--- src/rtl/mief_pkg.sv ---
// Shared types, constants and a helper function of the MPLS ICMP echo frame builder.
package mief_pkg;

	localparam int CFG_DATA_W = 60;
	localparam int CFG_IDX_W  = 3;
	localparam int LABEL_W    = 20;

	localparam logic [15:0] ETHERTYPE_MPLS = 16'h8847;
	localparam logic [7:0]  HOP_TTL        = 8'h40;
	localparam logic [15:0] IP_ID_BASE     = 16'h4000;
	localparam logic [15:0] IP_VER_IHL_TOS = 16'h4500;
	localparam logic [15:0] IP_TTL_PROTO   = 16'h4001;
	localparam logic [15:0] ICMP_TYPE_CODE = 16'h0800;
	localparam logic [7:0]  FILL_BASE      = 8'h10;
	localparam int          ETH_WORDS      = 7;
	localparam int          IP_ICMP_WORDS  = 14;
	localparam int          HDR_LEN_IP_ICMP = 28;

	typedef enum logic [CFG_IDX_W-1:0] {
		CFG_NEXT_HOP_MAC = 3'd0,
		CFG_OWN_MAC      = 3'd1,
		CFG_SOURCE_IP    = 3'd2,
		CFG_TARGET_IP    = 3'd3,
		CFG_ECHO_IDENT   = 3'd4,
		CFG_STACK_DEPTH  = 3'd5,
		CFG_LABEL_STACK  = 3'd6
	} cfg_idx_t;

	typedef struct packed {
		logic [47:0] next_hop_mac;
		logic [47:0] own_mac;
		logic [31:0] source_ip;
		logic [31:0] target_ip;
		logic [15:0] echo_ident;
		logic [1:0]  stack_depth;
		logic [59:0] label_stack;
	} cfg_t;

	// One probe as handed from the front to the back.
	typedef struct packed {
		logic [15:0] seq;
		logic [63:0] send_time;
		logic [15:0] ip_ck;
		logic [15:0] icmp_ck;
	} desc_t;

	// Folded 16-bit sum of the constant filler bytes of the payload.
	function automatic logic [15:0] fill_sum(input int payload_bytes);
		int acc;
		acc = 0;
		for (int i = 8; i < payload_bytes; i++) begin
			if ((i & 1) == 0)
				acc = acc + ((16 + i) << 8);
			else
				acc = acc + (16 + i);
		end
		acc = (acc & 32'hFFFF) + (acc >> 16);
		acc = (acc & 32'hFFFF) + (acc >> 16);
		return 16'(acc);
	endfunction

endpackage

--- src/rtl/mief_queue.sv ---
// Two-entry queue of probe descriptors between the front and back ends.
module mief_queue import mief_pkg::*; (
	input  logic  clk,
	input  logic  arst_n,
	input  logic  push,
	input  desc_t push_desc,
	output logic  full,
	input  logic  pop,
	output logic  head_valid,
	output desc_t head_desc
);

	desc_t      entry_q [2];
	logic       wr_ptr_q, rd_ptr_q;
	logic [1:0] count_q;

	assign full       = count_q == 2'd2;
	assign head_valid = count_q != 2'd0;
	assign head_desc  = entry_q[rd_ptr_q];

	always_ff @(posedge clk or negedge arst_n) begin
		if (!arst_n) begin
			wr_ptr_q <= 1'b0;
			rd_ptr_q <= 1'b0;
			count_q  <= '0;
		end else begin
			if (push)
				wr_ptr_q <= !wr_ptr_q;
			if (pop)
				rd_ptr_q <= !rd_ptr_q;
			if (push && !pop)
				count_q <= count_q + 2'd1;
			else if (pop && !push)
				count_q <= count_q - 2'd1;
		end
	end

	always_ff @(posedge clk) begin
		if (push)
			entry_q[wr_ptr_q] <= push_desc;
	end

endmodule

--- config.mk ---
export PLATFORM = sky130hd
export DESIGN_NAME = mief_queue
export DESIGN_NICKNAME = d
export VERILOG_FILES = /design/src/rtl/mief_pkg.sv /design/src/rtl/mief_queue.sv
export SDC_FILE = /design/constraint.sdc
export NUM_CORES = 1
export LEC_CHECK = 0
export BUFFER_PORTS_ARGS = -buffer_cell sky130_fd_sc_hd__buf_4
export CAP_MARGIN = 10
export CORE_ASPECT_RATIO = 0.5
export CORE_UTILIZATION = 52
export DETAILED_ROUTE_END_ITERATION = 10
export GPL_ROUTABILITY_DRIVEN = 0
export MAX_ROUTING_LAYER = met4
export PLACE_DENSITY_LB_ADDON = 0.15
export SLEW_MARGIN = 15
export SYNTH_ARGS = -nofsm -noshare
export SYNTH_HDL_FRONTEND = slang
export SYNTH_SLANG_ARGS = --single-unit
--- constraint.sdc ---
create_clock -name clk -period 6.7 [get_ports clk]
set_clock_uncertainty 0.1 [all_clocks]
set_input_delay 0 -clock clk [delete_from_list [all_inputs] [get_ports clk]]
set_output_delay 0 -clock clk [all_outputs]
set_load 0.01 [all_outputs]
**After elaboration in Yosys (flattened, before gate mapping)**

Memory sizes are Yosys's and may differ from the RTL's.
Index checks and enable logic that the tools add are counted.

- Add/sub/neg operators: 2
- Multiply operators: 0
- Divide/modulo/power cells: 0
- $lt $le $gt $ge: 0
- Eq/ne operators: 1
- Shift operators: 0
- Multiplexer cells: 4
- Bitwise operators: 0
- Reductions and logical operators: 8

Operators by type and width:

| kind | count |
|---|---|
| $logic_not 1->1 | 4 |
| $mux 2 | 2 |
| $reduce_bool 2->1 | 2 |
| $add 2x1->2 const B | 1 |
| $eq 2x2->1 const B | 1 |
| $logic_and 1x1->1 | 2 |
| $mux 1 | 2 |
| $sub 2x1->2 const B | 1 |

- Flip-flop bits (word level): 4
- Latch bits: 0
- RAM bits: 224
- ROM bits: 0
- Input port bits: 116
- Output and inout bits: 114
- Logic and storage cells: 19
- Memories kept: 1

Memory list:

| memory | depth | bits a word | rd ports | clocked after Yosys merged registers in | wr ports | line | source |
|---|---|---|---|---|---|---|---|
| entry_q | 2 | 112 | 1 | 0 | 1 | mief_queue.sv:13 | `desc_t entry_q [2];` |

**Logic depth before layout (Yosys ltp)**

- Depth after elaboration: 4
- Depth in mapped cells: 5
- Gate-level depth less buffers: 5

**Worst setup path before layout**

No wires, ideal clock.

- Path type: reg-to-reg
- From: register wr_ptr_q
- To: memory entry_q[0][0] (netlist bit), enable pin
- Arrival time: 5.356 ns
- Required time: 6.003 ns
- Slack: 0.647 ns
- Cell stages (with the launch flop): 2
- Path buffers: 0
- Period minus slack after synthesis: 6.053 ns
- Cell sequence: dfrtp_1 -> nor2b_1

RTL lines:

| item | line | source |
|---|---|---|
| start: declaration | mief_queue.sv:14 | `logic wr_ptr_q, rd_ptr_q;` |
| start signal: assignment | mief_queue.sv:28 | `wr_ptr_q <= !wr_ptr_q;` |
| end: declaration | mief_queue.sv:13 |  |

No word-level cell before the write port.

==> results.md <==
* Crit path largest cell delay at 1.11 ns
* Die W at 183 um
* Number of max-cap violations at 0
* Clock Latency Late Sink at 0.48 ns
* Mux contribution to synthesized area at 0.178
* Adder-cell share of the synthesized area at 0.00146
* Worst rel slew slack at 0.291
* Area grow syn2layout at 43.7%
* Final Setup Violations at 0
* Post-synthesis cell count at 365
* Die ar. at 0.0170 mm^2
* Ant diodes at 0
* Crit Path Class: flop to output pin
* Hold Crit Class: input port to flop
* Synth Net Count at 482
* Final period util at 0.468
* Area contributors post-synth: edfxtp_1 79%, mux2_4 12%, mux2_2 5.5%
* Final Slew Violations at 0
* Largest net degree at the start of global routing at 65
* Synth top area share at 0.785
* Vias in the first global route at 4837
* P per Cell Area at 386 mW/mm^2
* Netlist cell types at 15
* Max Freq at 0.319 GHz
* Asr flop ratio synth at 0.0175
* Worst Max-Slew Pin Slew at 1.06 ns
* Num rows at 32
* Clock slew at reported path FFs at 0.06 ns
* Count leader, synth: edfxtp_1
* CP endpoint kind: output pin
* Cell repeated most along the worst path: buf_4
* Count of clock tree sinks at 228
* DR vias at 4563
* Family with the most delay on the worst path: flip-flops
* Drt total wl at 16.7 mm
* Routed Antenna Nets at 0
* CTS tree: done
* Vias per std cell at 4.77
* Cell taking the most area after synthesis: edfxtp_1
* Root buffer cell: clkbuf_16
* # port buffers at 229
* Initial antenna violation count at 0
* Crit-path cells: buf_4, mux2_2, buf_4
* Status: finished, final reports clean
* Mean Syn Cell Area at 23.5 um^2
* Total gr overflow at 0
* Leakage at 4.87 nW
* Die H at 92.7 um
* Post-synthesis sequential area ratio at 0.797
* Worst-path fanout max at 64
* Worst vdd ir at 0.361 mV
* Clock Path Buffers at 3
* Mapped Area at 0.00856 mm^2
* Residual DRC at 0
* DR pass1 iterations at 4
* Main synth FF type: edfxtp_1
* Util after Layout at 0.782
* Main combinational cell family by area after synthesis: multiplexers
* Synth Area in XOR/XNOR at 0.00511
* Commonest cells in the netlist: 224 x edfxtp_1, 70 x mux2_4, 42 x mux2_2, 8 x buf_6
* Post-CTS Setup Bufs at 0
* Setup TNS at 0 ns
* Initial drt markers at 179
* Synth Area in Compound Gates at 0
* H-tree Lvls at 1
* Number of synthesized register bits at 228
* Worst endpoint required time at 6.60 ns
* Tmin final at 3.13 ns
* CP arrival at 3.03 ns
* GRT Util Overall at 0.202
* Wire per inst at 17.5 um
* Final Hold Viols at 0
* CP Launch Type: flop
* Nets@finish at 840
* First-pass GRT wire length at 25.2 mm
* RSZ-0062 raised after global routing: no
* Starting Density at 0.544
* Num CTS Buffers at 20
* Hold_ws at 0.135 ns
* Layout cell share with drive strength beyond 1 at 0.511
* Worst Path Buf+Inv at 2
* Yosys warns at 0
* Simple-gate portion of the synthesized area at 0.00336
* Post-synth EDFFs at 224
* CP max-delay cell: dfrtp_4
* Io pins at 230
* Core Area at 0.0157 mm^2
* Post-DP HPWL at 9.89 mm
state kept, by name, summed over array words and instances, names as in the netlist:
signal,count
entry_q,224
rd_ptr_q,1
count_q,2
wr_ptr_q,1
cell type report:
type                    count  area (um^2)
flip-flops and latches    228         6830
fillers                   872         3430
repair buffers            349         2910
multi-input cells         123         1620
clock buffers              27          548
well taps                 221          277
clock inverters             8          116
inverters                   1         3.75
final timing paths:
path,from,to,slack (ns),cells after the start
worst max-delay path,rd_ptr_q,head_desc[94],3.57,3
worst min-delay path,push_desc[56],entry_q[0][56],0.13,2
worst max register to register,wr_ptr_q,entry_q[1][76],4.31,2
worst min register to register,count_q[1],count_q[1],0.39,1
max in group asynchronous,arst_n,rd_ptr_q,5.98,3
min in group asynchronous,arst_n,count_q[1],0.33,3
cell families (layout without fill, tap and decap cells):
kind of cell	after synthesis	after routing
xor+xnor	5	5
fa+ha+maj	1	1
buf+inv	14	385
flops	228	228
mux	112	112
simple gates	5	5
metrics by stage:
| stage | instances | power, mW | setup slack, ns | area, um^2 |
|---|---|---|---|---|
| 2_1_floorplan | 365 | 2.97 | 0.647 | 8560 |
| 3_3_place_gp | 806 | 3.53 | 4.04 | 10500 |
| 3_5_place_dp | 806 | 3.56 | 4.03 | 10500 |
| 4_1_cts | 957 | 4.79 | 3.52 | 12300 |
| 5_1_grt | 957 | 4.95 | 3.39 | 12300 |
| 6_report | 957 | 4.75 | 3.57 | 12300 |
per-layer routing:
layer,global-route usage,share of wire
met3,0.0484,0.058
met2,0.354,0.51
met1,0.240,0.42
met4,0.0438,0.019
met5,-,0
power by group:
part	total, mW	switching, mW	leakage (nW)	internal (mW)
registers	2.06	0.161	2.15	1.89
clock network	1.18	0.485	0.324	0.692
logic	1.51	0.636	2.40	0.877
total	4.75	1.28	4.87	3.46
placed cells by master, fill, tap and decap left out, types with 2 or more instances in the layout:
cell / instances
buf_4: 233
bufinv_16: 3
clkbuf_1: 6
clkbuf_16: 21
clkinv_1: 2
clkinv_2: 2
dfrtp_1: 3
dlygate4sd3_1: 116
edfxtp_1: 224
mux2_2: 42
mux2_4: 70
xor2_1: 4
repair_timing:
| item | CTS | global route |
|---|---|---|
| gates resized for setup | 0 | 0 |
| hold buffers | 116 | 0 |
| endpoints found under the hold margin | 245 | 0 |
| setup endpoints to repair | 0 | 0 |
Note: power is estimated with default switching activity, not from simulation.
