--- config.mk ---
export PLATFORM = sky130hd
export DESIGN_NAME = mief_front_flat
export DESIGN_NICKNAME = d
export VERILOG_FILES = /design/src/rtl/mief_pkg.sv /design/src/rtl/mief_if.sv /design/src/rtl/mief_front.sv /design/src/flat_wrapper.sv
export SDC_FILE = /design/constraint.sdc
export NUM_CORES = 1
export LEC_CHECK = 0
export BUFFER_PORTS_ARGS = -buffer_cell sky130_fd_sc_hd__clkbuf_2
export CAP_MARGIN = 15
export CORE_MARGIN = 8
export CORE_UTILIZATION = 25
export CTS_CLUSTER_DIAMETER = 120
export DETAILED_ROUTE_END_ITERATION = 16
export PLACE_DENSITY_LB_ADDON = 0.15
export SETUP_SLACK_MARGIN = 0.1
export SKIP_LAST_GASP = 1
export SYNTH_ARGS = -nofsm -noshare
export SYNTH_HDL_FRONTEND = slang
export SYNTH_SLANG_ARGS = --single-unit
--- constraint.sdc ---
create_clock -name clk -period 21.1 [get_ports clk]
set_input_delay 0 -clock clk [delete_from_list [all_inputs] [get_ports clk]]
set_output_delay 0 -clock clk [all_outputs]
set_load 0.01 [all_outputs]
--- src/rtl/mief_pkg.sv ---
// Shared types, constants and a helper function of the MPLS ICMP echo frame builder.
package mief_pkg;

	localparam int CFG_DATA_W = 60;
	localparam int CFG_IDX_W  = 3;
	localparam int LABEL_W    = 20;

	localparam logic [15:0] ETHERTYPE_MPLS = 16'h8847;
	localparam logic [7:0]  HOP_TTL        = 8'h40;
	localparam logic [15:0] IP_ID_BASE     = 16'h4000;
	localparam logic [15:0] IP_VER_IHL_TOS = 16'h4500;
	localparam logic [15:0] IP_TTL_PROTO   = 16'h4001;
	localparam logic [15:0] ICMP_TYPE_CODE = 16'h0800;
	localparam logic [7:0]  FILL_BASE      = 8'h10;
	localparam int          ETH_WORDS      = 7;
	localparam int          IP_ICMP_WORDS  = 14;
	localparam int          HDR_LEN_IP_ICMP = 28;

	typedef enum logic [CFG_IDX_W-1:0] {
		CFG_NEXT_HOP_MAC = 3'd0,
		CFG_OWN_MAC      = 3'd1,
		CFG_SOURCE_IP    = 3'd2,
		CFG_TARGET_IP    = 3'd3,
		CFG_ECHO_IDENT   = 3'd4,
		CFG_STACK_DEPTH  = 3'd5,
		CFG_LABEL_STACK  = 3'd6
	} cfg_idx_t;

	typedef struct packed {
		logic [47:0] next_hop_mac;
		logic [47:0] own_mac;
		logic [31:0] source_ip;
		logic [31:0] target_ip;
		logic [15:0] echo_ident;
		logic [1:0]  stack_depth;
		logic [59:0] label_stack;
	} cfg_t;

	// One probe as handed from the front to the back.
	typedef struct packed {
		logic [15:0] seq;
		logic [63:0] send_time;
		logic [15:0] ip_ck;
		logic [15:0] icmp_ck;
	} desc_t;

	// Folded 16-bit sum of the constant filler bytes of the payload.
	function automatic logic [15:0] fill_sum(input int payload_bytes);
		int acc;
		acc = 0;
		for (int i = 8; i < payload_bytes; i++) begin
			if ((i & 1) == 0)
				acc = acc + ((16 + i) << 8);
			else
				acc = acc + (16 + i);
		end
		acc = (acc & 32'hFFFF) + (acc >> 16);
		acc = (acc & 32'hFFFF) + (acc >> 16);
		return 16'(acc);
	endfunction

endpackage

--- src/rtl/mief_if.sv ---
// Handshake channel interfaces for timestamps, frame words and register writes.
interface mief_ts_if;
	logic        valid;
	logic        ready;
	logic [63:0] send_time;
	modport source (output valid, output send_time, input ready);
	modport sink (input valid, input send_time, output ready);
endinterface


--- src/rtl/mief_front.sv ---
// Front end: accepts timestamps, advances the sequence and works out both checksums.
module mief_front import mief_pkg::*; #(
	parameter int PAYLOAD_BYTES = 56
) (
	input  logic  clk,
	input  logic  arst_n,
	mief_ts_if.sink probe,
	input  cfg_t  cfg,
	input  logic  q_full,
	output logic  push,
	output desc_t push_desc
);

	localparam logic [15:0] TOT_LEN  = 16'(HDR_LEN_IP_ICMP + PAYLOAD_BYTES);
	localparam logic [15:0] FILL_SUM = fill_sum(PAYLOAD_BYTES);

	logic [15:0] seq_q;
	logic [15:0] seq_next;
	logic        valid_s1, valid_s2;
	logic [15:0] seq_s1;
	logic [63:0] time_s1;
	logic [19:0] ip_raw_s1, icmp_raw_s1;
	desc_t       desc_s2;
	logic        adv1, adv2, accept;
	logic [19:0] ip_raw, icmp_raw;
	logic [16:0] ip_a, icmp_a;
	logic [15:0] ip_b, icmp_b;
	logic [63:0] t;

	assign adv2        = !valid_s2 || !q_full;
	assign adv1        = !valid_s1 || adv2;
	assign probe.ready = adv1;
	assign accept      = probe.valid && adv1;
	assign seq_next    = seq_q + 16'd1;
	assign t           = probe.send_time;

	always_comb begin
		ip_raw = 20'(IP_VER_IHL_TOS) + 20'(TOT_LEN) + 20'(IP_ID_BASE | seq_next)
			+ 20'(IP_ID_BASE) + 20'(IP_TTL_PROTO)
			+ 20'(cfg.source_ip[31:16]) + 20'(cfg.source_ip[15:0])
			+ 20'(cfg.target_ip[31:16]) + 20'(cfg.target_ip[15:0]);
		// The timestamp sits in the payload little-endian, so bytes swap within each word.
		icmp_raw = 20'(ICMP_TYPE_CODE) + 20'(cfg.echo_ident) + 20'(seq_next)
			+ 20'({t[7:0], t[15:8]}) + 20'({t[23:16], t[31:24]})
			+ 20'({t[39:32], t[47:40]}) + 20'({t[55:48], t[63:56]})
			+ 20'(FILL_SUM);
		ip_a   = 17'(ip_raw_s1[15:0]) + 17'(ip_raw_s1[19:16]);
		ip_b   = ip_a[15:0] + 16'(ip_a[16]);
		icmp_a = 17'(icmp_raw_s1[15:0]) + 17'(icmp_raw_s1[19:16]);
		icmp_b = icmp_a[15:0] + 16'(icmp_a[16]);
	end

	always_ff @(posedge clk or negedge arst_n) begin
		if (!arst_n) begin
			seq_q    <= '0;
			valid_s1 <= 1'b0;
			valid_s2 <= 1'b0;
		end else begin
			if (accept)
				seq_q <= seq_next;
			if (adv1)
				valid_s1 <= accept;
			if (adv2)
				valid_s2 <= valid_s1;
		end
	end

	always_ff @(posedge clk) begin
		if (accept) begin
			seq_s1      <= seq_next;
			time_s1     <= probe.send_time;
			ip_raw_s1   <= ip_raw;
			icmp_raw_s1 <= icmp_raw;
		end
		if (adv2 && valid_s1) begin
			desc_s2.seq       <= seq_s1;
			desc_s2.send_time <= time_s1;
			desc_s2.ip_ck     <= ~ip_b;
			desc_s2.icmp_ck   <= ~icmp_b;
		end
	end

	assign push      = valid_s2 && !q_full;
	assign push_desc = desc_s2;

endmodule

--- src/flat_wrapper.sv ---
// flat-port wrapper written by rule: the top's interface ports become plain ports
module mief_front_flat import mief_pkg::*;
#(
	parameter int PAYLOAD_BYTES = 56
)
  (clk, arst_n, cfg, q_full, push, push_desc, probe_valid, probe_send_time, probe_ready);
  mief_ts_if probe_i ();
  input  logic clk;
  input  logic arst_n;
  input  cfg_t cfg;
  input  logic q_full;
  output logic push;
  output desc_t push_desc;
  input wire logic [$bits(probe_i.valid)-1:0] probe_valid;
  input wire logic [$bits(probe_i.send_time)-1:0] probe_send_time;
  output wire logic [$bits(probe_i.ready)-1:0] probe_ready;
  assign probe_i.valid = probe_valid;
  assign probe_i.send_time = probe_send_time;
  assign probe_ready = probe_i.ready;
  mief_front #(.PAYLOAD_BYTES(PAYLOAD_BYTES)) u_core (.clk(clk), .arst_n(arst_n), .probe(probe_i), .cfg(cfg), .q_full(q_full), .push(push), .push_desc(push_desc));
endmodule
Word-level counts from Yosys, hierarchy flattened
Index checks and enable logic that the tools add are counted.

$add $sub $neg: 19. Bitwise logic cells: 2. Reduce and logical (&&, ||, !) cells: 8.

Operators by type and width (count): $add A20 B16 Y20 (9); $add A20 B15 Y20 const B (3); $add A16 B4 Y17 (2); $add A16 B1 Y16 (2); $not A16 Y16 (2); $add A12 B16 Y17 const A (1); $add A15 B16 Y17 const A (1); $add A16 B1 Y16 const B (1); $logic_and A1 B1 Y1 (3); $logic_not A1 Y1 (3); $logic_or A1 B1 Y1 (2).

Register bits after elaboration: 250. Bits of input ports: 306. Output and inout bits: 114. Word-level logic and storage cells: 40.

Longest topological paths before layout
Depth after elaboration: 8. Depth in mapped cells: 21. Mapped depth without buffers: 20.

Worst setup path after synthesis
No wires, ideal clock.

Kind: reg2reg. Start point: reg u_core.valid_s2. End point: reg u_core.desc_s2 (netlist bit u_core.push_desc[0]) (enable). Library setup time: 0.754 ns. Arrival: 8.499 ns. Data required time: 20.346 ns. Slack: 11.846 ns. Stages on the path, launching flop included: 2. Buffers on the path: 0. Period minus slack after synthesis: 9.254 ns. Path through: dfrtp_1 > a21boi_0.

Word-level cells in the longest chain between the ends: 3.

RTL lines: from (decl) (line mief_front.sv:19) `logic valid_s1, valid_s2;`; from (signal assigned) (line mief_front.sv:64) `valid_s2 <= valid_s1;`; $logic_not A1 Y1 (line mief_front.sv:30) `assign adv2 = !valid_s2 || !q_full;`; $logic_or A1 B1 Y1 (line mief_front.sv:30); $logic_and A1 B1 Y1 (line mief_front.sv:75) `if (adv2 && valid_s1) begin`; to (decl) (line mief_front.sv:23) `desc_t desc_s2;`.

Every way passes these cells. A chain may end at the register's enable or synchronous reset.

Worst setup path in the final report
Start point: reg u_core.seq_q[0]. End point: reg u_core.ip_raw_s1[18], data pin.

Word-level cells in the longest chain between the ends: 8.

RTL lines: from (decl) (line mief_front.sv:17) `logic [15:0] seq_q;`; from (signal assigned) (line mief_front.sv:60) `seq_q <= seq_next;`; $add A16 B1 Y16 (line mief_front.sv:34) `assign seq_next = seq_q + 16'd1;`; via u_core.seq_next[2] (line mief_front.sv:18) `logic [15:0] seq_next;`; $add A15 B16 Y17 (line mief_front.sv:38) `ip_raw = 20'(IP_VER_IHL_TOS) + 20'(TOT_LEN) + 20'(IP_ID_BASE | seq_next)`; $add A20 B15 Y20 (2 in a row) (line mief_front.sv:39) `+ 20'(IP_ID_BASE) + 20'(IP_TTL_PROTO)`; $add A20 B16 Y20 (2 in a row) (line mief_front.sv:40) `+ 20'(cfg.source_ip[31:16]) + 20'(cfg.source_ip[15:0])`; $add A20 B16 Y20 (2 in a row) (line mief_front.sv:41) `+ 20'(cfg.target_ip[31:16]) + 20'(cfg.target_ip[15:0]);`; via u_core.ip_raw[18] (line mief_front.sv:25) `logic [19:0] ip_raw, icmp_raw;`; to (signal assigned) (line mief_front.sv:72) `ip_raw_s1 <= ip_raw;`; to (decl) (line mief_front.sv:22) `logic [19:0] ip_raw_s1, icmp_raw_s1;`.

The timed path passes the listed nets, and every way through them passes these cells.

==> reports/summary.md <==
• **Static Leak** 7.85 nW
• **peak supply drop** 0.000102 V
• **# resized after CTS** 0
• **total of max-cap violations** 0
• **Critical path buffers and inverters** 3
• **half-perimeter wire length of the detailed placement result** 30100 um
• **sort of element at the start of the critical path** flip-flop
• **power density over the cells** 166 nW/um^2
• **total I/O pin count** 420
• **fin crit period** 6.35 ns
• **maximum fanout along the worst path** 8
• **Setup TNS** 0 ns
• **Total GRT Usage** 11.5%
• **sequential cell fraction of total power** 27.8%
• **worst path required time** 21.41 ns
• **gp weighted congestion** 0.816
• **transition time of the tightest slew-check pin** 0.966 ns
• **Std-Cell Core Area** 56400 sq um
• **antenna violations before repair** 2
• **width of the chip** 255 um
• **number of hold violations in the final report** 0
• **cell internal power dissipation** 1.79 mW
• **post-synthesis instance total** 1059
• **wire length per cell after detailed routing** 17.2 um
• **maximum number of pins on one net before global-route repair** 67
• **final setup skew** 0.0162 ns
• **warning count from the yosys run** 0
• **CP Class** flip-flop to flip-flop
• **final worst-path setup slack** 14.75 ns
• **post-synth cell types** 72
• **ys flop type** edfxtp_1
• **Power, Total** 3.02 mW
• **Critical-path top delay cell** fa_1
• **number of port buffers** 261
• **Worst path max stage delay** 0.55 ns
• **synthesized area per cell** 13.5 sq um
• **final-stage net count** 1917
• **clock tree from TritonCTS** yes
• **cell area after technology mapping** 14300 sq um
• **CP endpoint kind** flip-flop
• **Relative slew margins** 35.6%
• **starting utilization of the core area** 25.3%
• **max-slew violation total from the final report** 0
• **register clock-pin slew on the reported worst setup and hold paths** 0.06 ns
• **number of vias per cell** 4.09
• **Fmax achieved** 158 MHz
• **grt ovf** 0
• **total nets after synthesis** 1560
• **critical path's top delay family** adder cells
• **clock share of power** 17.5%
• **fraction of synthesis flops using an asynchronous set or reset pin** 7.23%
• **buffer cell driving the clock tree root** clkbuf_16
• **depth of the CTS H-tree** 1
• **floorplan die area** 65000 sq um
• **share of power burned in combinational logic** 54.8%
• **Net Sw Frac** 40.7%
• **vias in the first global route** 9608
• **WL final** 37700 um
• **unrepaired setup endpoints after global routing** no
• **clock latency at the later pin of the worst-skew pair** 0.57 ns
• **fraction of the yosys area taken by sequential cells** 51.7%
• **number of enable flip-flop cells after synthesis** 231
• **violation count after the first detailed-routing iteration** 408
• **worst min path class** primary input to flip-flop
• **Period Utilization, post-route** 30.1%
• **number of sinks on the clock net** 249
• **post-synthesis sequential element count** 249
• **number of iterations in the first detailed-routing pass** 5
• **number of CTS-inserted buffers** 30
• **Setup-failing EPs final** 0
• **signed area change from the synthesized netlist to the final layout** 27.8%
• **DRC errors left** 0
• **wire length of the first global-routing pass** 57200 um
• **critical-path cell list** ha_1 -> xnor2_1 -> inv_1 -> ha_1 -> o22ai_1 -> a21oi_1 -> o21ai_0 -> xnor2_1 -> fa_1 -> inv_1 -> fa_1 -> fa_1 -> inv_1 -> ha_1 -> nor2b_1 -> a31oi_1 -> a31oi_1 -> a221oi_1 -> o21ai_0
• **Die H** 255 um
• **post-route ant nets** 0
• **share of final-layout standard cells stronger than drive strength 1** 23.2%
• **worst-case setup slack after placement** 14.75 ns
• **Max Root-Sink Buffers** 3
• **outcome** complete, no violations
• **switching power total** 1.23 mW
• **data arrival at the endpoint of the critical path** 6.65 ns
• **vias post-DR** 8991
• **total number of placement rows** 87
## cells by family (layout without fill, tap and decap cells)
group / Yosys count / after routing / synth area share, %
mux: 3 / 3 / 0.219
buf+inv: 199 / 580 / 5.40
xor+xnor: 105 / 105 / 6.44
compound gates: 126 / 126 / 6.00
fa+ha+maj: 196 / 196 / 23.2
flops: 249 / 249 / 51.7
other cells: 0 / 2 / 0
simple gates: 181 / 181 / 7.05
## stage by stage
step	std cells	instance area (sq um)	hold WS (ns)	utilization, %
2_1_floorplan	1059	14300	-0.296	-
3_3_place_gp	2068	16500	0.00996	29.3
3_5_place_dp	2068	16500	0.0162	29.3
4_1_cts	2196	18200	0.000828	32.4
5_1_grt	2196	18200	0.0539	32.4
6_report	2198	18300	0.0341	32.4
## what timing repair did
| item | in CTS | in global routing |
|---|---|---|
| hold buffers | 72 | 0 |
| buffers inserted | 0 | 0 |
| hold endpoints to repair | 99 | 0 |
## worst paths after layout
kind                                     from                   end  slack (ns)  cells after the start
hold / removal                        cfg[93]  u_core.ip_raw_s1[18]        0.03                      5
min in group asynchronous              arst_n       u_core.valid_s1        0.64                      3
hold reg to reg            u_core.time_s1[25]  u_core.push_desc[57]        0.42                      0
setup reg to reg              u_core.seq_q[0]  u_core.ip_raw_s1[18]       14.75                     19
setup / recovery              u_core.seq_q[0]  u_core.ip_raw_s1[18]       14.75                     19
max in group asynchronous              arst_n       u_core.seq_q[4]       19.88                      3
## sequential cells by signal, summed over array words and instances (netlist names)
signal              flops
u_core.push_desc      112
u_core.time_s1         64
u_core.icmp_raw_s1     20
u_core.ip_raw_s1       19
u_core.seq_q           16
u_core.seq_s1          16
u_core.valid_s1         1
u_core.valid_s2         1
## cells in the mapped netlist, types with 3 or more instances
| cell | instances | area [sq um] |
|---|---|---|
| a211oi_1 | 4 | 30.0 |
| nand2b_1 | 3 | 18.8 |
| xor2_1 | 41 | 359 |
| o211ai_1 | 5 | 37.5 |
| nand3_1 | 23 | 115 |
| inv_1 | 185 | 694 |
| and3_1 | 11 | 68.8 |
| nand3b_1 | 6 | 45.0 |
| edfxtp_1 | 231 | 6940 |
| dfrtp_1 | 18 | 450 |
| nor2_1 | 28 | 105 |
| o21bai_1 | 3 | 22.5 |
| nor4_1 | 3 | 18.8 |
| a221oi_1 | 3 | 26.3 |
| xnor2_1 | 64 | 561 |
| and2_1 | 6 | 37.5 |
| o21a_1 | 8 | 60.1 |
| a31oi_1 | 7 | 43.8 |
| nand4b_1 | 3 | 26.3 |
| o21ai_0 | 24 | 120 |
| a21o_1 | 18 | 135 |
| nor2b_1 | 4 | 25.0 |
| nand4_1 | 10 | 62.6 |
| nor3b_1 | 3 | 22.5 |
| ha_1 | 81 | 1010 |
| a21oi_1 | 25 | 125 |
| fa_1 | 114 | 2280 |
| and4_1 | 7 | 61.3 |
| clkbuf_1 | 10 | 37.5 |
| nand2_1 | 43 | 161 |
| nor3_1 | 13 | 65.1 |
## tightest hold or removal path, cell delays in order
cell	delay, ns
clkbuf_2	0.08
ha_1	0.16
ha_1	0.15
a21oi_1	0.04
o21ai_0	0.06
## layout by cell type, fill, tap and decap left out, types with 23 or more instances in the layout
master	netlist	routed
clkbuf_16	0	31
fa_1	114	114
ha_1	81	81
a21oi_1	25	25
xnor2_1	64	64
inv_1	185	185
nand2_1	43	43
edfxtp_1	231	231
nand3_1	23	23
dlygate4sd3_1	0	72
xor2_1	41	41
nor2_1	28	28
o21ai_0	24	24
clkbuf_2	0	261
## routing by layer
layer / vias to the layer above / global-route usage [%] / share of wire [%]
met5: - / 0 / 0.034
met4: 2 / 2.40 / 1.6
met3: 31 / 2.38 / 5.5
met2: 221 / 18.1 / 45
met1: 4364 / 16.2 / 48
li1: 4373 / - / -
## area by class of cell
class                      instances  area [sq um]
antenna                            2          5.00
clock buffer                      34           787
clock inverter                    22           229
fill                            5772         38100
inverter                         186           703
multi-input combinational        611          6130
sequential                       249          7390
tap                              756           946
timing repair buffer             338          2060
## power by group through the flow
| stage | Sequential, mW | Clock, mW | Combinational [mW] |
|---|---|---|---|
| 4_1_cts | 0.841 | 0.553 | 1.70 |
| 3_3_place_gp | 0.850 | 0 | 1.67 |
| 3_5_place_dp | 0.850 | 0 | 1.67 |
| 2_1_floorplan | 0.836 | 0 | 1.21 |
| 6_report | 0.839 | 0.528 | 1.66 |
| 5_1_grt | 0.854 | 0.573 | 1.90 |
Note: power is estimated with default switching activity, not from simulation.
