$ cat config.mk
export PLATFORM = sky130hd
export DESIGN_NAME = mief_back_flat
export DESIGN_NICKNAME = d
export VERILOG_FILES = /design/src/rtl/mief_pkg.sv /design/src/rtl/mief_if.sv /design/src/rtl/mief_back.sv /design/src/flat_wrapper.sv
export SDC_FILE = /design/constraint.sdc
export NUM_CORES = 1
export LEC_CHECK = 0
export BUFFER_PORTS_ARGS = -buffer_cell sky130_fd_sc_hd__buf_2
export CAP_MARGIN = 20
export CORE_AREA = 2 2 144 146
export CTS_CLUSTER_SIZE = 14
export DETAILED_ROUTE_END_ITERATION = 8
export DIE_AREA = 0 0 146 148
export PLACE_DENSITY_LB_ADDON = 0.08
export SLEW_MARGIN = 5
export SYNTH_ARGS = -nofsm -noshare
export SYNTH_HDL_FRONTEND = slang
export SYNTH_SLANG_ARGS = --single-unit
$ cat constraint.sdc
create_clock -name clk -period 6.6 [get_ports clk]
set_input_delay 0 -clock clk [delete_from_list [all_inputs] [get_ports clk]]
set_output_delay 0 -clock clk [all_outputs]
set_load 0.03 [all_outputs]
$ cat src/rtl/mief_pkg.sv
// Shared types, constants and a helper function of the MPLS ICMP echo frame builder.
package mief_pkg;

	localparam int CFG_DATA_W = 60;
	localparam int CFG_IDX_W  = 3;
	localparam int LABEL_W    = 20;

	localparam logic [15:0] ETHERTYPE_MPLS = 16'h8847;
	localparam logic [7:0]  HOP_TTL        = 8'h40;
	localparam logic [15:0] IP_ID_BASE     = 16'h4000;
	localparam logic [15:0] IP_VER_IHL_TOS = 16'h4500;
	localparam logic [15:0] IP_TTL_PROTO   = 16'h4001;
	localparam logic [15:0] ICMP_TYPE_CODE = 16'h0800;
	localparam logic [7:0]  FILL_BASE      = 8'h10;
	localparam int          ETH_WORDS      = 7;
	localparam int          IP_ICMP_WORDS  = 14;
	localparam int          HDR_LEN_IP_ICMP = 28;

	typedef enum logic [CFG_IDX_W-1:0] {
		CFG_NEXT_HOP_MAC = 3'd0,
		CFG_OWN_MAC      = 3'd1,
		CFG_SOURCE_IP    = 3'd2,
		CFG_TARGET_IP    = 3'd3,
		CFG_ECHO_IDENT   = 3'd4,
		CFG_STACK_DEPTH  = 3'd5,
		CFG_LABEL_STACK  = 3'd6
	} cfg_idx_t;

	typedef struct packed {
		logic [47:0] next_hop_mac;
		logic [47:0] own_mac;
		logic [31:0] source_ip;
		logic [31:0] target_ip;
		logic [15:0] echo_ident;
		logic [1:0]  stack_depth;
		logic [59:0] label_stack;
	} cfg_t;

	// One probe as handed from the front to the back.
	typedef struct packed {
		logic [15:0] seq;
		logic [63:0] send_time;
		logic [15:0] ip_ck;
		logic [15:0] icmp_ck;
	} desc_t;

	// Folded 16-bit sum of the constant filler bytes of the payload.
	function automatic logic [15:0] fill_sum(input int payload_bytes);
		int acc;
		acc = 0;
		for (int i = 8; i < payload_bytes; i++) begin
			if ((i & 1) == 0)
				acc = acc + ((16 + i) << 8);
			else
				acc = acc + (16 + i);
		end
		acc = (acc & 32'hFFFF) + (acc >> 16);
		acc = (acc & 32'hFFFF) + (acc >> 16);
		return 16'(acc);
	endfunction

endpackage

$ cat src/rtl/mief_if.sv


interface mief_fw_if;
	logic        valid;
	logic        ready;
	logic [15:0] frame_word;
	logic        is_last;
	modport source (output valid, output frame_word, output is_last, input ready);
	modport sink (input valid, input frame_word, input is_last, output ready);
endinterface


$ cat src/rtl/mief_back.sv
// Back end: emits registered 16-bit frame words, one a cycle unless stalled.
module mief_back import mief_pkg::*; #(
	parameter int MAX_LABELS    = 3,
	parameter int PAYLOAD_BYTES = 56
) (
	input  logic  clk,
	input  logic  arst_n,
	input  cfg_t  cfg,
	input  logic  head_valid,
	input  desc_t head_desc,
	output logic  pop,
	mief_fw_if.source frame
);

	localparam int PAY_WORDS = (PAYLOAD_BYTES + 1) / 2;
	localparam int WORDS_MAX = ETH_WORDS + 2 * MAX_LABELS + IP_ICMP_WORDS + PAY_WORDS;
	localparam int WC_W      = $clog2(WORDS_MAX);
	localparam logic [15:0] TOT_LEN = 16'(HDR_LEN_IP_ICMP + PAYLOAD_BYTES);
	localparam logic        PAY_ODD = (PAYLOAD_BYTES % 2) != 0;

	logic [WC_W-1:0]    w_q;
	logic               out_valid_q;
	logic [15:0]        frame_word_q;
	logic               is_last_q;
	logic [1:0]         nl;
	logic [WC_W-1:0]    hdr_words, words_total, r, lw, m;
	logic [1:0]         k;
	logic [LABEL_W-1:0] lab;
	logic               bos, last, load;
	logic [7:0]         fill_hi, fill_lo;
	logic [15:0]        word;
	logic [63:0]        t;

	always_comb begin
		// A zero count means one label; counts beyond the build limit saturate.
		if (cfg.stack_depth == 2'd0)
			nl = 2'd1;
		else if (32'(cfg.stack_depth) > MAX_LABELS)
			nl = 2'(MAX_LABELS);
		else
			nl = cfg.stack_depth;
		hdr_words   = WC_W'(ETH_WORDS) + WC_W'({nl, 1'b0});
		words_total = hdr_words + WC_W'(IP_ICMP_WORDS + PAY_WORDS);
		last        = w_q == words_total - WC_W'(1);
		r           = w_q - hdr_words;
		lw          = w_q - WC_W'(ETH_WORDS);
		k           = lw[2:1];
		m           = r - WC_W'(IP_ICMP_WORDS);
		bos         = k == nl - 2'd1;
		t           = head_desc.send_time;
		case (k)
			2'd1:    lab = cfg.label_stack[2*LABEL_W-1:LABEL_W];
			2'd2:    lab = cfg.label_stack[3*LABEL_W-1:2*LABEL_W];
			default: lab = cfg.label_stack[LABEL_W-1:0];
		endcase
		fill_hi = FILL_BASE + 8'({m, 1'b0});
		fill_lo = (last && PAY_ODD) ? 8'h00 : fill_hi + 8'h01;

		if (w_q < hdr_words) begin
			case (w_q)
				WC_W'(0): word = cfg.next_hop_mac[47:32];
				WC_W'(1): word = cfg.next_hop_mac[31:16];
				WC_W'(2): word = cfg.next_hop_mac[15:0];
				WC_W'(3): word = cfg.own_mac[47:32];
				WC_W'(4): word = cfg.own_mac[31:16];
				WC_W'(5): word = cfg.own_mac[15:0];
				WC_W'(6): word = ETHERTYPE_MPLS;
				default: begin
					if (!lw[0])
						word = lab[19:4];
					else
						word = {lab[3:0], 3'b000, bos, HOP_TTL};
				end
			endcase
		end else begin
			case (r)
				WC_W'(0):  word = IP_VER_IHL_TOS;
				WC_W'(1):  word = TOT_LEN;
				WC_W'(2):  word = IP_ID_BASE | head_desc.seq;
				WC_W'(3):  word = IP_ID_BASE;
				WC_W'(4):  word = IP_TTL_PROTO;
				WC_W'(5):  word = head_desc.ip_ck;
				WC_W'(6):  word = cfg.source_ip[31:16];
				WC_W'(7):  word = cfg.source_ip[15:0];
				WC_W'(8):  word = cfg.target_ip[31:16];
				WC_W'(9):  word = cfg.target_ip[15:0];
				WC_W'(10): word = ICMP_TYPE_CODE;
				WC_W'(11): word = head_desc.icmp_ck;
				WC_W'(12): word = cfg.echo_ident;
				WC_W'(13): word = head_desc.seq;
				WC_W'(14): word = {t[7:0], t[15:8]};
				WC_W'(15): word = {t[23:16], t[31:24]};
				WC_W'(16): word = {t[39:32], t[47:40]};
				WC_W'(17): word = {t[55:48], t[63:56]};
				default:   word = {fill_hi, fill_lo};
			endcase
		end
	end

	assign load = head_valid && (!out_valid_q || frame.ready);
	assign pop  = load && last;

	always_ff @(posedge clk or negedge arst_n) begin
		if (!arst_n) begin
			w_q         <= '0;
			out_valid_q <= 1'b0;
		end else begin
			if (load)
				w_q <= last ? '0 : w_q + WC_W'(1);
			if (load)
				out_valid_q <= 1'b1;
			else if (frame.ready)
				out_valid_q <= 1'b0;
		end
	end

	always_ff @(posedge clk) begin
		if (load) begin
			frame_word_q <= word;
			is_last_q    <= last;
		end
	end

	assign frame.valid      = out_valid_q;
	assign frame.frame_word = frame_word_q;
	assign frame.is_last    = is_last_q;

endmodule

$ cat src/flat_wrapper.sv
// flat-port wrapper written by rule: the top's interface ports become plain ports
module mief_back_flat import mief_pkg::*;
#(
	parameter int MAX_LABELS    = 3,
	parameter int PAYLOAD_BYTES = 56
)
  (clk, arst_n, cfg, head_valid, head_desc, pop, frame_valid, frame_frame_word, frame_is_last, frame_ready);
  mief_fw_if frame_i ();
  input  logic clk;
  input  logic arst_n;
  input  cfg_t cfg;
  input  logic head_valid;
  input  desc_t head_desc;
  output logic pop;
  output wire logic [$bits(frame_i.valid)-1:0] frame_valid;
  output wire logic [$bits(frame_i.frame_word)-1:0] frame_frame_word;
  output wire logic [$bits(frame_i.is_last)-1:0] frame_is_last;
  input wire logic [$bits(frame_i.ready)-1:0] frame_ready;
  assign frame_valid = frame_i.valid;
  assign frame_frame_word = frame_i.frame_word;
  assign frame_is_last = frame_i.is_last;
  assign frame_i.ready = frame_ready;
  mief_back #(.MAX_LABELS(MAX_LABELS), .PAYLOAD_BYTES(PAYLOAD_BYTES)) u_core (.clk(clk), .arst_n(arst_n), .cfg(cfg), .head_valid(head_valid), .head_desc(head_desc), .pop(pop), .frame(frame_i));
endmodule
---- Yosys cells after proc, flatten, opt, wreduce, memory -nomap -nowiden ----
Index checks and enable logic that the tools add are counted.
storage, ports and cells
  logic and storage cells ................. 59
  bits in registers ....................... 24
operators by class
  equality and inequality tests ........... 27
  add/sub/neg operators ................... 10
  order comparisons ....................... 1
  reduce and logical (&&, ||, !) cells .... 8
  multiplexer cells ....................... 9
operators by type and width
  kind                   count
  $pmux W16 S18          1
  $pmux W16 S7           1
  $eq A6 B4 Y1 const B   8
  $eq A6 B3 Y1 const B   7
  $pmux W20 S2           1
  $mux W16               2
  $eq A6 B2 Y1 const B   4
  $eq A6 B1 Y1 const B   2
  $eq A6 B5 Y1 const B   2
  $logic_not A6 Y1       2
  $add A5 B7 Y8 const A  1
  $add A8 B1 Y8 const B  1
  $add A6 B1 Y6 const B  1
  $add A6 B6 Y6 const B  1
  $eq A6 B6 Y1           1
  $lt A6 B4 Y1           1
  $mux W6                1
  $sub A6 B1 Y6 const B  1
  $sub A6 B4 Y6          1
  $sub A6 B4 Y6 const B  1
  $add A3 B3 Y4 const A  1
  $sub A3 B3 Y3 const B  1
  $eq A2 B1 Y1 const B   1
  $eq A2 B2 Y1           1
  other kinds (9)        11

---- Depth between registers and ports, before layout ----
  word-level depth ........................ 9
  gate-level depth with buffers ........... 14

---- Least setup slack after synthesis ----
No wires, ideal clock.
  kind .................................... reg-to-reg
  start point ............................. register u_core.w_q[0]
  end point ............................... register u_core.frame_word_q[10] (netlist: u_core.frame.frame_word[10]) (data pin)
  setup time .............................. 277 ps
  setup slack ............................. 3390 ps
  clock period less this slack ............ 3210 ps
  stages on the path, launching flop included .. 13
  arrival time ............................ 2933 ps
  path buffers ............................ 3
  cells stage by stage .................... dfrtp_1 -> buf_1 -> inv_1 -> ha_1 -> inv_1 -> ha_1 -> clkbuf_1 -> clkbuf_1 -> a221o_1 -> o211ai_1 -> a31oi_1 -> a2111oi_0 -> nand4_1
between the ends
  longest elaborated chain between the ends .. 6
  elaborated cells on any way between the ends .. 37
  those cells by class .................... add/sub: 4; order compare: 1; eq/ne: 25; mux: 5; reduce/logical: 2
RTL lines
  item                                                   line              text
  from (decl)                                            mief_back.sv:21   logic [WC_W-1:0] w_q;
  from (signal assigned)                                 mief_back.sv:109  w_q <= last ? '0 : w_q + WC_W'(1);
  branches (longest 5 deep; another with $add A5 B7 Y8)  n/a
  $mux W16 (*)                                           mief_back.sv:59   if (w_q < hdr_words) begin
  via u_core.word[10]                                    mief_back.sv:31   logic [15:0] word;
  to (signal assigned)                                   mief_back.sv:119  frame_word_q <= word;
  to (decl)                                              mief_back.sv:23   logic [15:0] frame_word_q;
Mark *: on every way through the listed nets, which the timed path passes.
A chain may end at the register's enable or synchronous reset.

---- Worst setup path after layout ----
  start point ............................. register u_core.w_q[0]
  end point ............................... register u_core.frame_word_q[7] (netlist: u_core.frame.frame_word[7]) (data pin)
between the ends
  longest elaborated chain between the ends .. 6
  elaborated cells on any way between the ends .. 38
  those cells by class .................... add/sub: 5; order compare: 1; eq/ne: 25; mux: 5; reduce/logical: 2
RTL lines
  item                                            line                              text
  $sub A6 B4 Y6 or $sub A3 B3 Y3 (tied branches)  mief_back.sv:45, mief_back.sv:46
  $sub A6 B4 Y6 (tied with other cells)           mief_back.sv:48                   m = r - WC_W'(IP_ICMP_WORDS);
  $add A5 B7 Y8 or $pmux W20 S2 (tied branches)   mief_back.sv:56, mief_back.sv:51
  $add A8 B1 Y8 or $mux W16 (tied branches)       mief_back.sv:57, mief_back.sv:69
  $pmux W16 S18 or $pmux W16 S7 (tied branches)   mief_back.sv:76, mief_back.sv:60
  $mux W16 (*)                                    mief_back.sv:59
  via u_core.word[7]                              mief_back.sv:31
The timed path passes the listed nets; every way through them passes the cells marked *.

==> flow_summary.json <==
{
  "critPathMaxFanout": 28,
  "skew_ns": 0.00379,
  "gp_congestion": 0.868,
  "antenna_found_initial": 7,
  "synthDistinctLibCells": 70,
  "start_util": 0.225,
  "port_buffers": 372,
  "route.detailed.drc": 0,
  "yosysMostFrequentCell": "nand2_1",
  "clk_pin_slew_worst_paths_ns": 0.08,
  "p_per_area_mw_per_mm2": 546,
  "start_kind": "register",
  "drt_iter0_markers": 506,
  "io_pins": 373,
  "p_switching_mw": 2.17,
  "critPathArrivalTime_ns": 5.12,
  "power_frac_seq": 0.105,
  "crit_slowest_cell": "nor4_2",
  "synth_edf_count": 17,
  "crit_chain": "fa_1 -> xnor2_1 -> inv_1 -> nor4_1 -> nand3_1 -> nor4b_1 -> nor4_2 -> nand4_1 -> nand3_1",
  "dieHeight_um": 148,
  "yosysSeqAreaShare": 0.152,
  "p_comb_frac": 0.842,
  "grt_pass1_wl_mm": 43.2,
  "p_leak_nw": 3.03,
  "endpoint_kind": "register",
  "synth-seq-cells": 24,
  "maxCapViolCount": 0,
  "rows": 52,
  "dieArea_mm2": 0.0216,
  "setup_viol": 0,
  "synthTopCellsByArea": "edfxtp_1 11%, a22oi_1 7.5%, nand2_1 4.5%, a22o_1 4.5%, ha_1 4.4%",
  "multi_input_area_mm2": 0.00356,
  "r2r_end": "u_core.frame.frame_word[7]$_DFFE_PP_",
  "rsz0062_at_grt": "false",
  "register_area_um2": 687,
  "netlist.top_cell.by_area": "edfxtp_1",
  "detailed_place_hpwl_mm": 25.1,
  "reg2reg_from": "u_core.w_q[0]$_DFFE_PN0P_",
  "grt_pass1_vias": 7075,
  "cts_buffers": 3,
  "htreeDepth": 1,
  "syn-num-nets": 973,
  "routed_wl_mm": 30.6,
  "required_ns": 6.74,
  "fp.coreArea_mm2": 0.0200,
  "die_x_um": 146,
  "startpoint": "u_core.w_q[0]$_DFFE_PN0P_",
  "tns_ns": 0,
  "ant_nets": 0,
  "dpl_cell_area_mm2": 0.00659,
  "drv_slew": 0,
  "area_growth_pct": 49.3,
  "internal_power_mw": 1.51,
  "post-route-period-util": 0.754,
  "synth_area_mm2": 0.00451,
  "slowest_delay_ns": 0.97,
  "cts_tree": "yes",
  "fin_cells": 1216,
  "syn_avg_cell_area_um2": 7.50,
  "switching_share": 0.589,
  "clock_path_buffers": 2,
  "hold_path_end": "u_core.frame.frame_word[7]$_DFFE_PP_",
  "reg2reg_depth": 9,
  "r2r_slack_ns": 1.62,
  "dp_cells": 1203,
  "grt.total_usage": 0.267,
  "fin_crit_ns": 4.98,
  "ir_worst_vdd_v": 0.000209,
  "clkLatencyLatePin_ns": 0.28,
  "grt-ovfl-total": 0,
  "synth_common_cells": "54 x nand2_1, 45 x a22oi_1, 42 x clkbuf_1",
  "dr.pass1.iters": 5,
  "synthArstFlopShare": 0.292,
  "p_clk_frac": 0.053,
  "ys.flop_type": "edfxtp_1",
  "hp-start": "head_desc[79]",
  "synth_top_area_frac": 0.113,
  "hold_viol_final": 0,
  "hp-class": "input pin to register",
  "vias": 6709,
  "outcome": "complete, no violations",
  "synth_warnings": 0,
  "slew_headroom": 0.264,
  "path_class": "register to register",
  "drive_above_1_share": 0.433,
  "fmax_mhz": 201,
  "post_drt_wl_per_cell_um": 25.1,
  "fin_area_mm2": 0.00674,
  "grt_max_degree": 48,
  "syn_inst": 602,
  "clockRootBuffer": "clkbuf_16",
  "avgViaCountPerCell": 5.52,
  "tightest_slew_ns": 1.09,
  "nFillCells": 2308,
  "whs_path_depth": 3,
  "cpMostUsedCell": "nand3_1",
  "cts_sinks": 24,
  "nNetsFinal": 1313
}
==> layout by cell type (no fill, tap or decap), types with 10 or more instances in the layout <==
master,synthesis,routed
a22oi_1,45,45
a22o_1,23,23
nand4_1,17,17
nor2_1,29,29
ha_1,16,16
nor3_1,21,21
buf_4,2,11
and3_1,10,10
o21ai_0,30,30
o22ai_1,11,11
buf_2,2,373
a31oi_1,10,10
a211oi_1,12,11
inv_1,15,15
nand2_1,54,54
a221oi_1,16,16
a222oi_1,12,12
edfxtp_1,17,17
mux2i_1,19,19
a21oi_1,32,32
nand3_1,24,24
==> repair_timing <==
action,in CTS,in global routing
hold buffers,3,0
hold endpoints to repair,8,0
setup buffers,0,0
resized for setup,0,0
==> registers in the layout, indices dropped and copies added (netlist names) <==
name                     cells
u_core.frame.frame_word     16
u_core.frame.is_last         1
u_core.frame.valid           1
u_core.w_q                   6
==> power groups by stage <==
stage | combinational (mW) | sequential, mW | clock [mW]
final | 3.10 | 0.384 | 0.195
after detailed placement | 3.06 | 0.387 | 0
after global placement | 3.04 | 0.387 | 0
after CTS | 3.07 | 0.384 | 0.198
after floorplan | 1.97 | 0.454 | 0
after global routing | 3.34 | 0.395 | 0.200
==> worst max-delay path, delay by kind of cell, from the launching register on <==
family | cells | cell delay [ns]
buf+inv | 1 | 0.36
fa+ha+maj | 1 | 0.77
simple gates | 6 | 2.03
flops | 1 | 0.78
xor+xnor | 1 | 0.88
==> through the flow <==
| step | hold WS [ns] | total power [mW] | setup WS (ns) | utilization |
|---|---|---|---|---|
| final | 0.0267 | 3.68 | 1.62 | 0.336 |
| after global routing | 0.0441 | 3.93 | 1.33 | 0.336 |
| after CTS | 0.0221 | 3.65 | 1.66 | 0.335 |
| after detailed placement | -0.144 | 3.45 | 1.71 | 0.329 |
| after global placement | -0.148 | 3.43 | 1.76 | 0.328 |
| after floorplan | -0.296 | 2.43 | 3.39 | - |
==> routing by layer <==
metal  track usage  wire length, um  up-vias
met5             0                0        -
met4         0.119             1080        0
met3        0.0543             2230       53
met2         0.483            15400      346
met1         0.304            11800     3171
li1              -                -     3139
==> cells by family (layout without fill, tap and decap cells) <==
logic type,Yosys count,after routing,share of synthesized area
AOI/OAI and AO/OA,260,260,0.428
and+or+nand+nor,199,199,0.229
DFF,24,24,0.152
muxes,26,26,0.0646
buffers and inverters,67,406,0.0612
adders and majority gates,17,17,0.0488
xor gates and xnor gates,8,8,0.0155
other,1,6,0.000831
==> area by class of cell <==
| type | count | area share |
|---|---|---|
| diodes | 5 | 0.00186 |
| clock buffers | 3 | 0.0111 |
| clock inverters | 1 | 0.00446 |
| inverters | 15 | 0.00835 |
| multi-input cells | 511 | 0.528 |
| flip-flops and latches | 24 | 0.102 |
| well taps | 270 | 0.0501 |
| repair buffers | 387 | 0.294 |
==> how the worst max path moves through the flow <==
stage / endpoint / slack, ns / depth (start not counted)
4_1_cts: u_core.frame.frame_word[7]$_DFFE_PP_ / 1.66 / 9
6_report: u_core.frame.frame_word[7]$_DFFE_PP_ / 1.62 / 9
5_1_grt: u_core.frame.frame_word[7]$_DFFE_PP_ / 1.33 / 9
2_1_floorplan: u_core.frame.frame_word[10]$_DFFE_PP_ / 3.39 / 12
3_3_place_gp: u_core.frame.frame_word[4]$_DFFE_PP_ / 1.76 / 9
3_5_place_dp: u_core.frame.frame_word[4]$_DFFE_PP_ / 1.71 / 9
Note: power is estimated with default switching activity, not from simulation.
